===== src/rtl/bq_pkg.sv =====
package bq_pkg;

    localparam int IO_WIDTH           = 32;
    localparam int COEF_WIDTH         = 32;
    localparam int CFG_INDEX_WIDTH    = 3;
    localparam int DEF_SAMPLE_WIDTH   = 32;
    localparam int DEF_COEF_FRAC_BITS = 30;
    localparam int DEF_STATE_WIDTH    = 48;
    localparam int STEP_WIDTH         = 4;

    // unity gain in q2.30
    localparam logic [COEF_WIDTH-1:0] B0_RESET = COEF_WIDTH'(1) << 30;

    // register map of the configuration port
    typedef enum logic [CFG_INDEX_WIDTH-1:0] {
        REG_B0,
        REG_B1,
        REG_B2,
        REG_A1,
        REG_A2
    } reg_index_t;

    typedef enum logic [2:0] {
        COEF_B0,
        COEF_B1,
        COEF_B2,
        COEF_A1,
        COEF_A2
    } coef_sel_t;

    typedef enum logic {
        OPND_X,
        OPND_Y
    } opnd_sel_t;

    typedef enum logic [2:0] {
        ACC_HOLD,
        ACC_LOAD_D1,
        ACC_LOAD_D2,
        ACC_CLEAR,
        ACC_ADD,
        ACC_SUB
    } acc_op_t;

    typedef enum logic [1:0] {
        WR_NONE,
        WR_Y,
        WR_D1,
        WR_D2_OUT
    } wr_sel_t;

    typedef enum logic [1:0] {
        JMP_NEXT,
        JMP_WAIT_IN,
        JMP_WAIT_OUT
    } jump_t;

    typedef struct packed {
        logic      load_x;
        logic      mul_en;
        coef_sel_t coef_sel;
        opnd_sel_t opnd_sel;
        acc_op_t   acc_op;
        wr_sel_t   wr_sel;
        jump_t     jump;
    } ctrl_t;

    typedef struct packed {
        logic in_valid;
        logic out_free;
    } status_t;

    typedef struct packed {
        logic [COEF_WIDTH-1:0] b0;
        logic [COEF_WIDTH-1:0] b1;
        logic [COEF_WIDTH-1:0] b2;
        logic [COEF_WIDTH-1:0] a1;
        logic [COEF_WIDTH-1:0] a2;
    } coef_t;

    // program addresses
    localparam logic [STEP_WIDTH-1:0] STEP_IDLE   = 4'd0;
    localparam logic [STEP_WIDTH-1:0] STEP_MUL_B0 = 4'd1;
    localparam logic [STEP_WIDTH-1:0] STEP_ACC_B0 = 4'd2;
    localparam logic [STEP_WIDTH-1:0] STEP_WR_Y   = 4'd3;
    localparam logic [STEP_WIDTH-1:0] STEP_ACC_B1 = 4'd4;
    localparam logic [STEP_WIDTH-1:0] STEP_ACC_A1 = 4'd5;
    localparam logic [STEP_WIDTH-1:0] STEP_WR_D1  = 4'd6;
    localparam logic [STEP_WIDTH-1:0] STEP_ACC_B2 = 4'd7;
    localparam logic [STEP_WIDTH-1:0] STEP_ACC_A2 = 4'd8;
    localparam logic [STEP_WIDTH-1:0] STEP_DONE   = 4'd9;

    // microcode rom: each product is registered before the accumulator takes it
    function automatic ctrl_t ucode(input logic [STEP_WIDTH-1:0] step);
        ctrl_t w;
        w          = '0;
        w.coef_sel = COEF_B0;
        w.opnd_sel = OPND_X;
        w.acc_op   = ACC_HOLD;
        w.wr_sel   = WR_NONE;
        w.jump     = JMP_NEXT;
        unique case (step)
            STEP_IDLE:
            begin
                w.load_x = 1'b1;
                w.jump   = JMP_WAIT_IN;
            end
            STEP_MUL_B0:
            begin
                w.mul_en   = 1'b1;
                w.coef_sel = COEF_B0;
                w.acc_op   = ACC_LOAD_D1;
            end
            STEP_ACC_B0:
            begin
                w.mul_en   = 1'b1;
                w.coef_sel = COEF_B1;
                w.acc_op   = ACC_ADD;
            end
            STEP_WR_Y:
            begin
                w.wr_sel = WR_Y;
                w.acc_op = ACC_LOAD_D2;
            end
            STEP_ACC_B1:
            begin
                w.mul_en   = 1'b1;
                w.coef_sel = COEF_A1;
                w.opnd_sel = OPND_Y;
                w.acc_op   = ACC_ADD;
            end
            STEP_ACC_A1:
            begin
                w.mul_en   = 1'b1;
                w.coef_sel = COEF_B2;
                w.acc_op   = ACC_SUB;
            end
            STEP_WR_D1:
            begin
                w.wr_sel = WR_D1;
                w.acc_op = ACC_CLEAR;
            end
            STEP_ACC_B2:
            begin
                w.mul_en   = 1'b1;
                w.coef_sel = COEF_A2;
                w.opnd_sel = OPND_Y;
                w.acc_op   = ACC_ADD;
            end
            STEP_ACC_A2:
            begin
                w.acc_op = ACC_SUB;
            end
            STEP_DONE:
            begin
                w.wr_sel = WR_D2_OUT;
                w.jump   = JMP_WAIT_OUT;
            end
            default:
            begin
                w.jump = JMP_WAIT_OUT;
            end
        endcase
        return w;
    endfunction

endpackage


===== src/rtl/bq_sequencer.sv =====
module bq_sequencer (
    input  logic            clk,
    input  logic            rst_n,
    input  bq_pkg::status_t status,
    output bq_pkg::ctrl_t   ctrl,
    output logic            in_ready
);
    import bq_pkg::*;

    logic [STEP_WIDTH-1:0] step_reg;
    logic [STEP_WIDTH-1:0] step_next;
    ctrl_t                 word;

    assign word     = ucode(step_reg);
    assign in_ready = (word.jump == JMP_WAIT_IN);

    always_comb
    begin
        ctrl      = word;
        step_next = step_reg + STEP_WIDTH'(1);
        case (word.jump)
            JMP_WAIT_IN:
            begin
                if (!status.in_valid)
                begin
                    step_next   = step_reg;
                    ctrl.load_x = 1'b0;
                end
            end
            JMP_WAIT_OUT:
            begin
                if (status.out_free)
                begin
                    step_next = STEP_IDLE;
                end
                else
                begin
                    step_next   = step_reg;
                    ctrl.wr_sel = WR_NONE;
                end
            end
            default:
            begin
                step_next = step_reg + STEP_WIDTH'(1);
            end
        endcase
    end

    always_ff @(posedge clk or negedge rst_n)
    begin
        if (!rst_n)
        begin
            step_reg <= STEP_IDLE;
        end
        else
        begin
            step_reg <= step_next;
        end
    end

`ifndef SYNTHESIS
    a_step_range: assert property (@(posedge clk) disable iff (!rst_n)
        step_reg <= STEP_DONE)
        else $error("step counter out of program range");

    a_ready_idle: assert property (@(posedge clk) disable iff (!rst_n)
        in_ready |-> step_reg == STEP_IDLE)
        else $error("input ready outside idle step");

    a_accept_starts: assert property (@(posedge clk) disable iff (!rst_n)
        (in_ready && status.in_valid) |=> step_reg == STEP_MUL_B0)
        else $error("accepted item did not start the program");
`endif

endmodule


===== src/rtl/bq_datapath.sv =====
module bq_datapath #(
    parameter int SAMPLE_WIDTH   = bq_pkg::DEF_SAMPLE_WIDTH,
    parameter int COEF_FRAC_BITS = bq_pkg::DEF_COEF_FRAC_BITS,
    parameter int STATE_WIDTH    = bq_pkg::DEF_STATE_WIDTH
) (
    input  logic                        clk,
    input  logic                        rst_n,
    input  bq_pkg::ctrl_t               ctrl,
    input  bq_pkg::coef_t               coefs,
    input  logic [bq_pkg::IO_WIDTH-1:0] sample_in,
    input  logic                        out_ready,
    output logic [bq_pkg::IO_WIDTH-1:0] sample_out,
    output logic                        clipped,
    output logic                        out_valid
);
    import bq_pkg::*;

    localparam int PROD_W = COEF_WIDTH + SAMPLE_WIDTH;
    localparam int ACC_W  = ((STATE_WIDTH > PROD_W) ? STATE_WIDTH : PROD_W) + 2;

    localparam logic signed [SAMPLE_WIDTH-1:0] Y_MAX = {1'b0, {(SAMPLE_WIDTH-1){1'b1}}};
    localparam logic signed [SAMPLE_WIDTH-1:0] Y_MIN = ~Y_MAX;
    localparam logic signed [STATE_WIDTH-1:0]  D_MAX = {1'b0, {(STATE_WIDTH-1){1'b1}}};
    localparam logic signed [STATE_WIDTH-1:0]  D_MIN = ~D_MAX;
    localparam logic signed [ACC_W-1:0] Y_MAX_ACC = ACC_W'(Y_MAX);
    localparam logic signed [ACC_W-1:0] Y_MIN_ACC = ACC_W'(Y_MIN);
    localparam logic signed [ACC_W-1:0] D_MAX_ACC = ACC_W'(D_MAX);
    localparam logic signed [ACC_W-1:0] D_MIN_ACC = ACC_W'(D_MIN);

    logic signed [SAMPLE_WIDTH-1:0] x_reg;
    logic signed [SAMPLE_WIDTH-1:0] y_reg;
    logic                           clip_reg;
    logic signed [PROD_W-1:0]       prod_reg;
    logic signed [ACC_W-1:0]        acc_reg;
    logic signed [ACC_W-1:0]        acc_next;
    logic signed [STATE_WIDTH-1:0]  d1_reg;
    logic signed [STATE_WIDTH-1:0]  d2_reg;
    logic [IO_WIDTH-1:0]            sample_out_reg;
    logic                           clipped_reg;
    logic                           out_valid_reg;

    logic signed [COEF_WIDTH-1:0]   coef_mux;
    logic signed [SAMPLE_WIDTH-1:0] opnd_mux;
    logic signed [PROD_W-1:0]       prod_shift;
    logic signed [ACC_W-1:0]        prod_ext;
    logic signed [SAMPLE_WIDTH-1:0] y_sat;
    logic                           y_clip;
    logic signed [STATE_WIDTH-1:0]  d_sat;

    always_comb
    begin
        case (ctrl.coef_sel)
            COEF_B0: coef_mux = coefs.b0;
            COEF_B1: coef_mux = coefs.b1;
            COEF_B2: coef_mux = coefs.b2;
            COEF_A1: coef_mux = coefs.a1;
            COEF_A2: coef_mux = coefs.a2;
            default: coef_mux = coefs.b0;
        endcase
    end

    assign opnd_mux   = (ctrl.opnd_sel == OPND_Y) ? y_reg : x_reg;
    // floor shift of the product
    assign prod_shift = prod_reg >>> COEF_FRAC_BITS;
    assign prod_ext   = ACC_W'(prod_shift);

    always_comb
    begin
        case (ctrl.acc_op)
            ACC_LOAD_D1: acc_next = ACC_W'(d1_reg);
            ACC_LOAD_D2: acc_next = ACC_W'(d2_reg);
            ACC_CLEAR:   acc_next = '0;
            ACC_ADD:     acc_next = acc_reg + prod_ext;
            ACC_SUB:     acc_next = acc_reg - prod_ext;
            default:     acc_next = acc_reg;
        endcase
    end

    // clamp to sample range and to state range
    always_comb
    begin
        y_clip = 1'b1;
        if (acc_reg > Y_MAX_ACC)
        begin
            y_sat = Y_MAX;
        end
        else if (acc_reg < Y_MIN_ACC)
        begin
            y_sat = Y_MIN;
        end
        else
        begin
            y_sat  = acc_reg[SAMPLE_WIDTH-1:0];
            y_clip = 1'b0;
        end

        if (acc_reg > D_MAX_ACC)
        begin
            d_sat = D_MAX;
        end
        else if (acc_reg < D_MIN_ACC)
        begin
            d_sat = D_MIN;
        end
        else
        begin
            d_sat = acc_reg[STATE_WIDTH-1:0];
        end
    end

    always_ff @(posedge clk)
    begin
        if (ctrl.load_x)
        begin
            x_reg <= sample_in[SAMPLE_WIDTH-1:0];
        end
        if (ctrl.mul_en)
        begin
            prod_reg <= PROD_W'(coef_mux) * PROD_W'(opnd_mux);
        end
        acc_reg <= acc_next;
        if (ctrl.wr_sel == WR_Y)
        begin
            y_reg    <= y_sat;
            clip_reg <= y_clip;
        end
        if (ctrl.wr_sel == WR_D2_OUT)
        begin
            sample_out_reg <= IO_WIDTH'(y_reg);
            clipped_reg    <= clip_reg;
        end
    end

    always_ff @(posedge clk or negedge rst_n)
    begin
        if (!rst_n)
        begin
            d1_reg        <= '0;
            d2_reg        <= '0;
            out_valid_reg <= 1'b0;
        end
        else
        begin
            if (ctrl.wr_sel == WR_D1)
            begin
                d1_reg <= d_sat;
            end
            if (ctrl.wr_sel == WR_D2_OUT)
            begin
                d2_reg        <= d_sat;
                out_valid_reg <= 1'b1;
            end
            else if (out_ready)
            begin
                out_valid_reg <= 1'b0;
            end
        end
    end

    assign sample_out = sample_out_reg;
    assign clipped    = clipped_reg;
    assign out_valid  = out_valid_reg;

`ifndef SYNTHESIS
    a_clip_extreme: assert property (@(posedge clk) disable iff (!rst_n)
        (out_valid && clipped) |->
            (sample_out == IO_WIDTH'(Y_MAX) || sample_out == IO_WIDTH'(Y_MIN)))
        else $error("clipped item is not at a range limit");

    a_result_shown: assert property (@(posedge clk) disable iff (!rst_n)
        (ctrl.wr_sel == WR_D2_OUT) |=> out_valid)
        else $error("finished item not presented");
`endif

endmodule


===== src/rtl/biquad_iir_filter_top.sv =====
// biquad section, transposed direct form ii, one shared multiply-accumulate unit
// an accepted item runs the compute steps in order; the last step writes its result to the output register
// the microprogram has 10 steps (idle + 9 compute steps); items are accepted only in the idle step, one at a time
// a finished result is held in the output register; the next item may be accepted meanwhile
// the last step of an item waits while the output register still holds an untaken result
// reset: coefficients to unity pass-through, delay state zero, no result pending
module biquad_iir_filter_top #(
    parameter int SAMPLE_WIDTH   = bq_pkg::DEF_SAMPLE_WIDTH,
    parameter int COEF_FRAC_BITS = bq_pkg::DEF_COEF_FRAC_BITS,
    parameter int STATE_WIDTH    = bq_pkg::DEF_STATE_WIDTH
) (
    input  logic                               clk,
    input  logic                               rst_n,
    // input item channel
    input  logic                               in_valid,
    output logic                               in_ready,
    input  logic [bq_pkg::IO_WIDTH-1:0]        sample_in,
    // result item channel
    output logic                               out_valid,
    input  logic                               out_ready,
    output logic [bq_pkg::IO_WIDTH-1:0]        sample_out,
    output logic                               clipped,
    // coefficient write channel
    input  logic                               cfg_valid,
    output logic                               cfg_ready,
    input  logic [bq_pkg::CFG_INDEX_WIDTH-1:0] cfg_index,
    input  logic [bq_pkg::COEF_WIDTH-1:0]      cfg_data
);
    import bq_pkg::*;

    coef_t   coef_reg;
    status_t status;
    ctrl_t   ctrl;

    // coefficient writes are always taken; the user must issue them only while idle, the block does not enforce this
    assign cfg_ready = 1'b1;

    // indexes beyond the register map are dropped
    always_ff @(posedge clk or negedge rst_n)
    begin
        if (!rst_n)
        begin
            coef_reg.b0 <= B0_RESET;
            coef_reg.b1 <= '0;
            coef_reg.b2 <= '0;
            coef_reg.a1 <= '0;
            coef_reg.a2 <= '0;
        end
        else if (cfg_valid)
        begin
            unique case (reg_index_t'(cfg_index))
                REG_B0:  coef_reg.b0 <= cfg_data;
                REG_B1:  coef_reg.b1 <= cfg_data;
                REG_B2:  coef_reg.b2 <= cfg_data;
                REG_A1:  coef_reg.a1 <= cfg_data;
                REG_A2:  coef_reg.a2 <= cfg_data;
                default: coef_reg.a2 <= coef_reg.a2;
            endcase
        end
    end

    // output register is free when empty or being drained this cycle
    assign status.in_valid = in_valid;
    assign status.out_free = !out_valid || out_ready;

    // step counter and microcode rom
    bq_sequencer u_seq (
        .clk      (clk),
        .rst_n    (rst_n),
        .status   (status),
        .ctrl     (ctrl),
        .in_ready (in_ready)
    );

    // multiplier, accumulator, saturation, delay state and output register
    bq_datapath #(
        .SAMPLE_WIDTH   (SAMPLE_WIDTH),
        .COEF_FRAC_BITS (COEF_FRAC_BITS),
        .STATE_WIDTH    (STATE_WIDTH)
    ) u_dp (
        .clk        (clk),
        .rst_n      (rst_n),
        .ctrl       (ctrl),
        .coefs      (coef_reg),
        .sample_in  (sample_in),
        .out_ready  (out_ready),
        .sample_out (sample_out),
        .clipped    (clipped),
        .out_valid  (out_valid)
    );

endmodule


===== config.mk =====
export PLATFORM = sky130hd
export DESIGN_NAME = biquad_iir_filter_top
export DESIGN_NICKNAME = d
export VERILOG_FILES = /design/src/rtl/bq_pkg.sv /design/src/rtl/bq_sequencer.sv /design/src/rtl/bq_datapath.sv /design/src/rtl/biquad_iir_filter_top.sv
export SDC_FILE = /design/constraint.sdc
export NUM_CORES = 2
export LEC_CHECK = 0
export BUFFER_PORTS_ARGS = -buffer_cell sky130_fd_sc_hd__buf_2
export CORE_MARGIN = 5
export CORE_UTILIZATION = 65
export DETAILED_ROUTE_END_ITERATION = 12
export GPL_TIMING_DRIVEN = 0
export PLACE_DENSITY = 0.89
export SLEW_MARGIN = 25
export SYNTH_ARGS = -nofsm -noshare
export SYNTH_HDL_FRONTEND = slang
export SYNTH_SLANG_ARGS = --single-unit

===== constraint.sdc =====
create_clock -name clk -period 12.5 [get_ports clk]
set_clock_uncertainty 0.15 [all_clocks]
set_input_delay 1.875 -clock clk [delete_from_list [all_inputs] [get_ports clk]]
set_output_delay 1.875 -clock clk [all_outputs]
set_load 0.02 [all_outputs]

==> reports/results.ini <==
[status]
status=complete, but fails checks
violations=setup timing

[floorplan]
fp.coreArea_um2=88400
die_h_um=308
die_w_um=308
num_rows=109
start_util_pct=65.4
die_area_um2=95000
ioPinCount=108

[clocking]
numCtsBuffers=45
htree_levels=2
cts_hold_buf=0
cts_tree=done
clock_path_buffers=3
cts_root_buf=clkbuf_16
clock_latency_ns=0.63
clkTransAtPathRegs_ns=0.07
cts_sinks=459

[logic_synthesis]
ys_seq_area_share_pct=21.6
yosys.area.top_type=fa_1
synth_warnings=0
synthFlopType=dfrtp_1
synth_seq_cells=459
synth_edf_count=198
yosysUniqueCellTypes=92
syn-instance-count=5869
avgSynthCellArea_um2=9.84
syn_area_um2=57800
synth_nets=7273
async_flop_share_pct=56.9
synthTopCellsByArea=fa_1 (37%), dfrtp_1 (11%), edfxtp_1 (10%), inv_1 (6.4%), ha_1 (5.4%)
yosysTopAreaCellShare_pct=37.5

[timing]
hold_violations=0
clock.fmax_mhz=79.7
period_share_pct=100
rsz0062_at_grt=false
slew_violations=0
totalNegativeSetupSlack_ns=-0.0481
maxSlewHeadroom_pct=13.4
whs_ns=0.252
layout_setup_ws_ns=-0.0481
finalSetupViolCount=1
worst_slew_pin_slew_ns=1.30
fin_crit_ns=12.55

[setup_path]
crit_type=register to register
cp_data_required_time_ns=12.71
r2r_cells=33
cpMostUsedCell=fa_1
crit_path_start_kind=register
r2r_start=u_seq.step_reg[0]
slowest_delay_ns=0.70
critPathArrivalTime_ns=12.76
slowest_stage=fa_1
endpoint_kind=register
worstPathMaxFanout=10
reg2reg_slack_ns=-0.05
timing.rr.end=u_dp.prod_reg[63]

[worst_hold_path]
worstHoldPathType=register to register
min_to=u_dp.clipped
worstHoldPathCells=0
holdCritStartpoint=u_dp.clip_reg

[drt]
wl_mm=222
via_per_inst=6.57
vias=47900
remaining_drc_errors=0
ant_nets=0
drt_iter0_drc=5966
routedWlPerCell_um=30.4
drtPass1Iterations=6

[global_route]
grt_max_degree=98
grt_remaining_overflow=0
grt_pass1_vias=49900
track_usage_pct=47.4
antenna_found_initial=19
grt_pass1_wl_mm=325

[layout]
syn_to_final_growth_pct=8.47
final_cell_mix=fa_1 (1080), inv_1 (985), nand2_1 (721)
final_nets=7469
largest_reg_flops=160
fin_cells=7286
fill_cells=6421
drive_above_1_share_pct=9.28
layout_commonest_cell=fa_1

[place]
globalplace.congestion=1.08
dp_hpwl_mm=175
port_buffers=106
dp_worst_setup_slack_ns=-0.573
dp.cells=7189

[flow_run]
drv_cap=0

[critical path: cells and delay by family, from the launching register on]
| family | cells | cell delay (ns) |
|---|---|---|
| AOI/OAI and AO/OA | 8 | 2.78 |
| and+or+nand+nor | 7 | 1.34 |
| buffers and inverters | 7 | 2.35 |
| xor gates and xnor gates | 1 | 0.16 |
| adders and majority gates | 10 | 5.09 |
| DFF | 1 | 0.42 |
[cells in the mapped netlist (5+ instances only)]
library cell / n
buf_1: 32
a221o_1: 36
or3_1: 10
fa_1: 1082
nor2b_1: 17
and4_1: 12
o21a_1: 19
nand2_1: 721
o31ai_1: 14
clkbuf_1: 267
nor3_1: 30
nand3_1: 34
a21o_1: 92
o21bai_1: 14
o21ai_0: 139
o21ai_1: 7
a221oi_1: 52
a22oi_1: 57
mux2_2: 189
xnor2_1: 71
a211oi_1: 7
and3_1: 23
nor3b_1: 6
ha_1: 250
and2_1: 14
inv_1: 985
or2_2: 9
or4_1: 6
buf_2: 5
o22ai_1: 5
dfrtp_1: 260
o31a_1: 5
nor2_1: 689
nor4_1: 9
o211ai_1: 8
xor2_1: 56
mux2i_1: 33
a31oi_1: 22
nand2b_1: 20
a21oi_1: 240
edfxtp_1: 198
nand4_1: 34
[kinds of logic (layout without fill, tap and decap cells)]
logic type	Yosys count	in the layout	synth area share (%)
and+or+nand+nor	1654	1654	11.9
xor gates and xnor gates	127	127	1.93
muxes	222	222	4.26
AOI/OAI and AO/OA	780	780	9.00
other	1	21	0.00649
adders and majority gates	1332	1332	42.9
buffers and inverters	1294	1526	8.45
DFF	459	459	21.6
[routing by layer]
metal	vias to the layer above	GRT usage (%)	share of wire, %
met5	-	0	0.063
met1	23900	57.3	33
met3	1164	15.7	13
met4	10	35.4	10
met2	3801	71.2	44
li1	19000	-	-
[stage by stage]
step	utilization, %	area, µm²
finish	70.9	62700
global route	70.9	62600
CTS	70.8	62500
detailed placement	69.1	61100
global placement	67.6	59800
floorplan	-	57800
[worst max path at each step]
stage                                    to              start  depth (start not counted)
after floorplan           u_dp.prod_reg[62]  u_seq.step_reg[0]                         34
after global placement    u_dp.prod_reg[57]  u_seq.step_reg[0]                         33
after detailed placement  u_dp.prod_reg[57]  u_seq.step_reg[0]                         35
after CTS                 u_dp.prod_reg[62]  u_seq.step_reg[1]                         36
after global routing      u_dp.prod_reg[63]  u_seq.step_reg[0]                         32
final                     u_dp.prod_reg[63]  u_seq.step_reg[0]                         33
[cell type report]
cell class	count	area [µm²]	share of cell area, %
Inverter	986	3700	5.91
Timing Repair Buffer	157	1240	1.98
Tap cell	1165	1460	2.33
Buffer	300	1220	1.94
Antenna cell	20	50.0	0.0799
Clock buffer	66	1290	2.05
Sequential cell	459	12500	19.9
Clock inverter	17	173	0.276
Multi-Input combinational cell	4116	41100	65.5
[what timing repair did]
| action | CTS | global route |
|---|---|---|
| resized for setup | 23 | 22 |
| endpoints found under the setup margin | 25 | 28 |
| setup buffers | 0 | 1 |
| pin swaps | 0 | 1 |
| endpoints found under the hold margin | 0 | 0 |
Power is left out: the tool's default activity adds up to more than one toggle a clock period on the data nets, which glitch-free logic cannot reach.
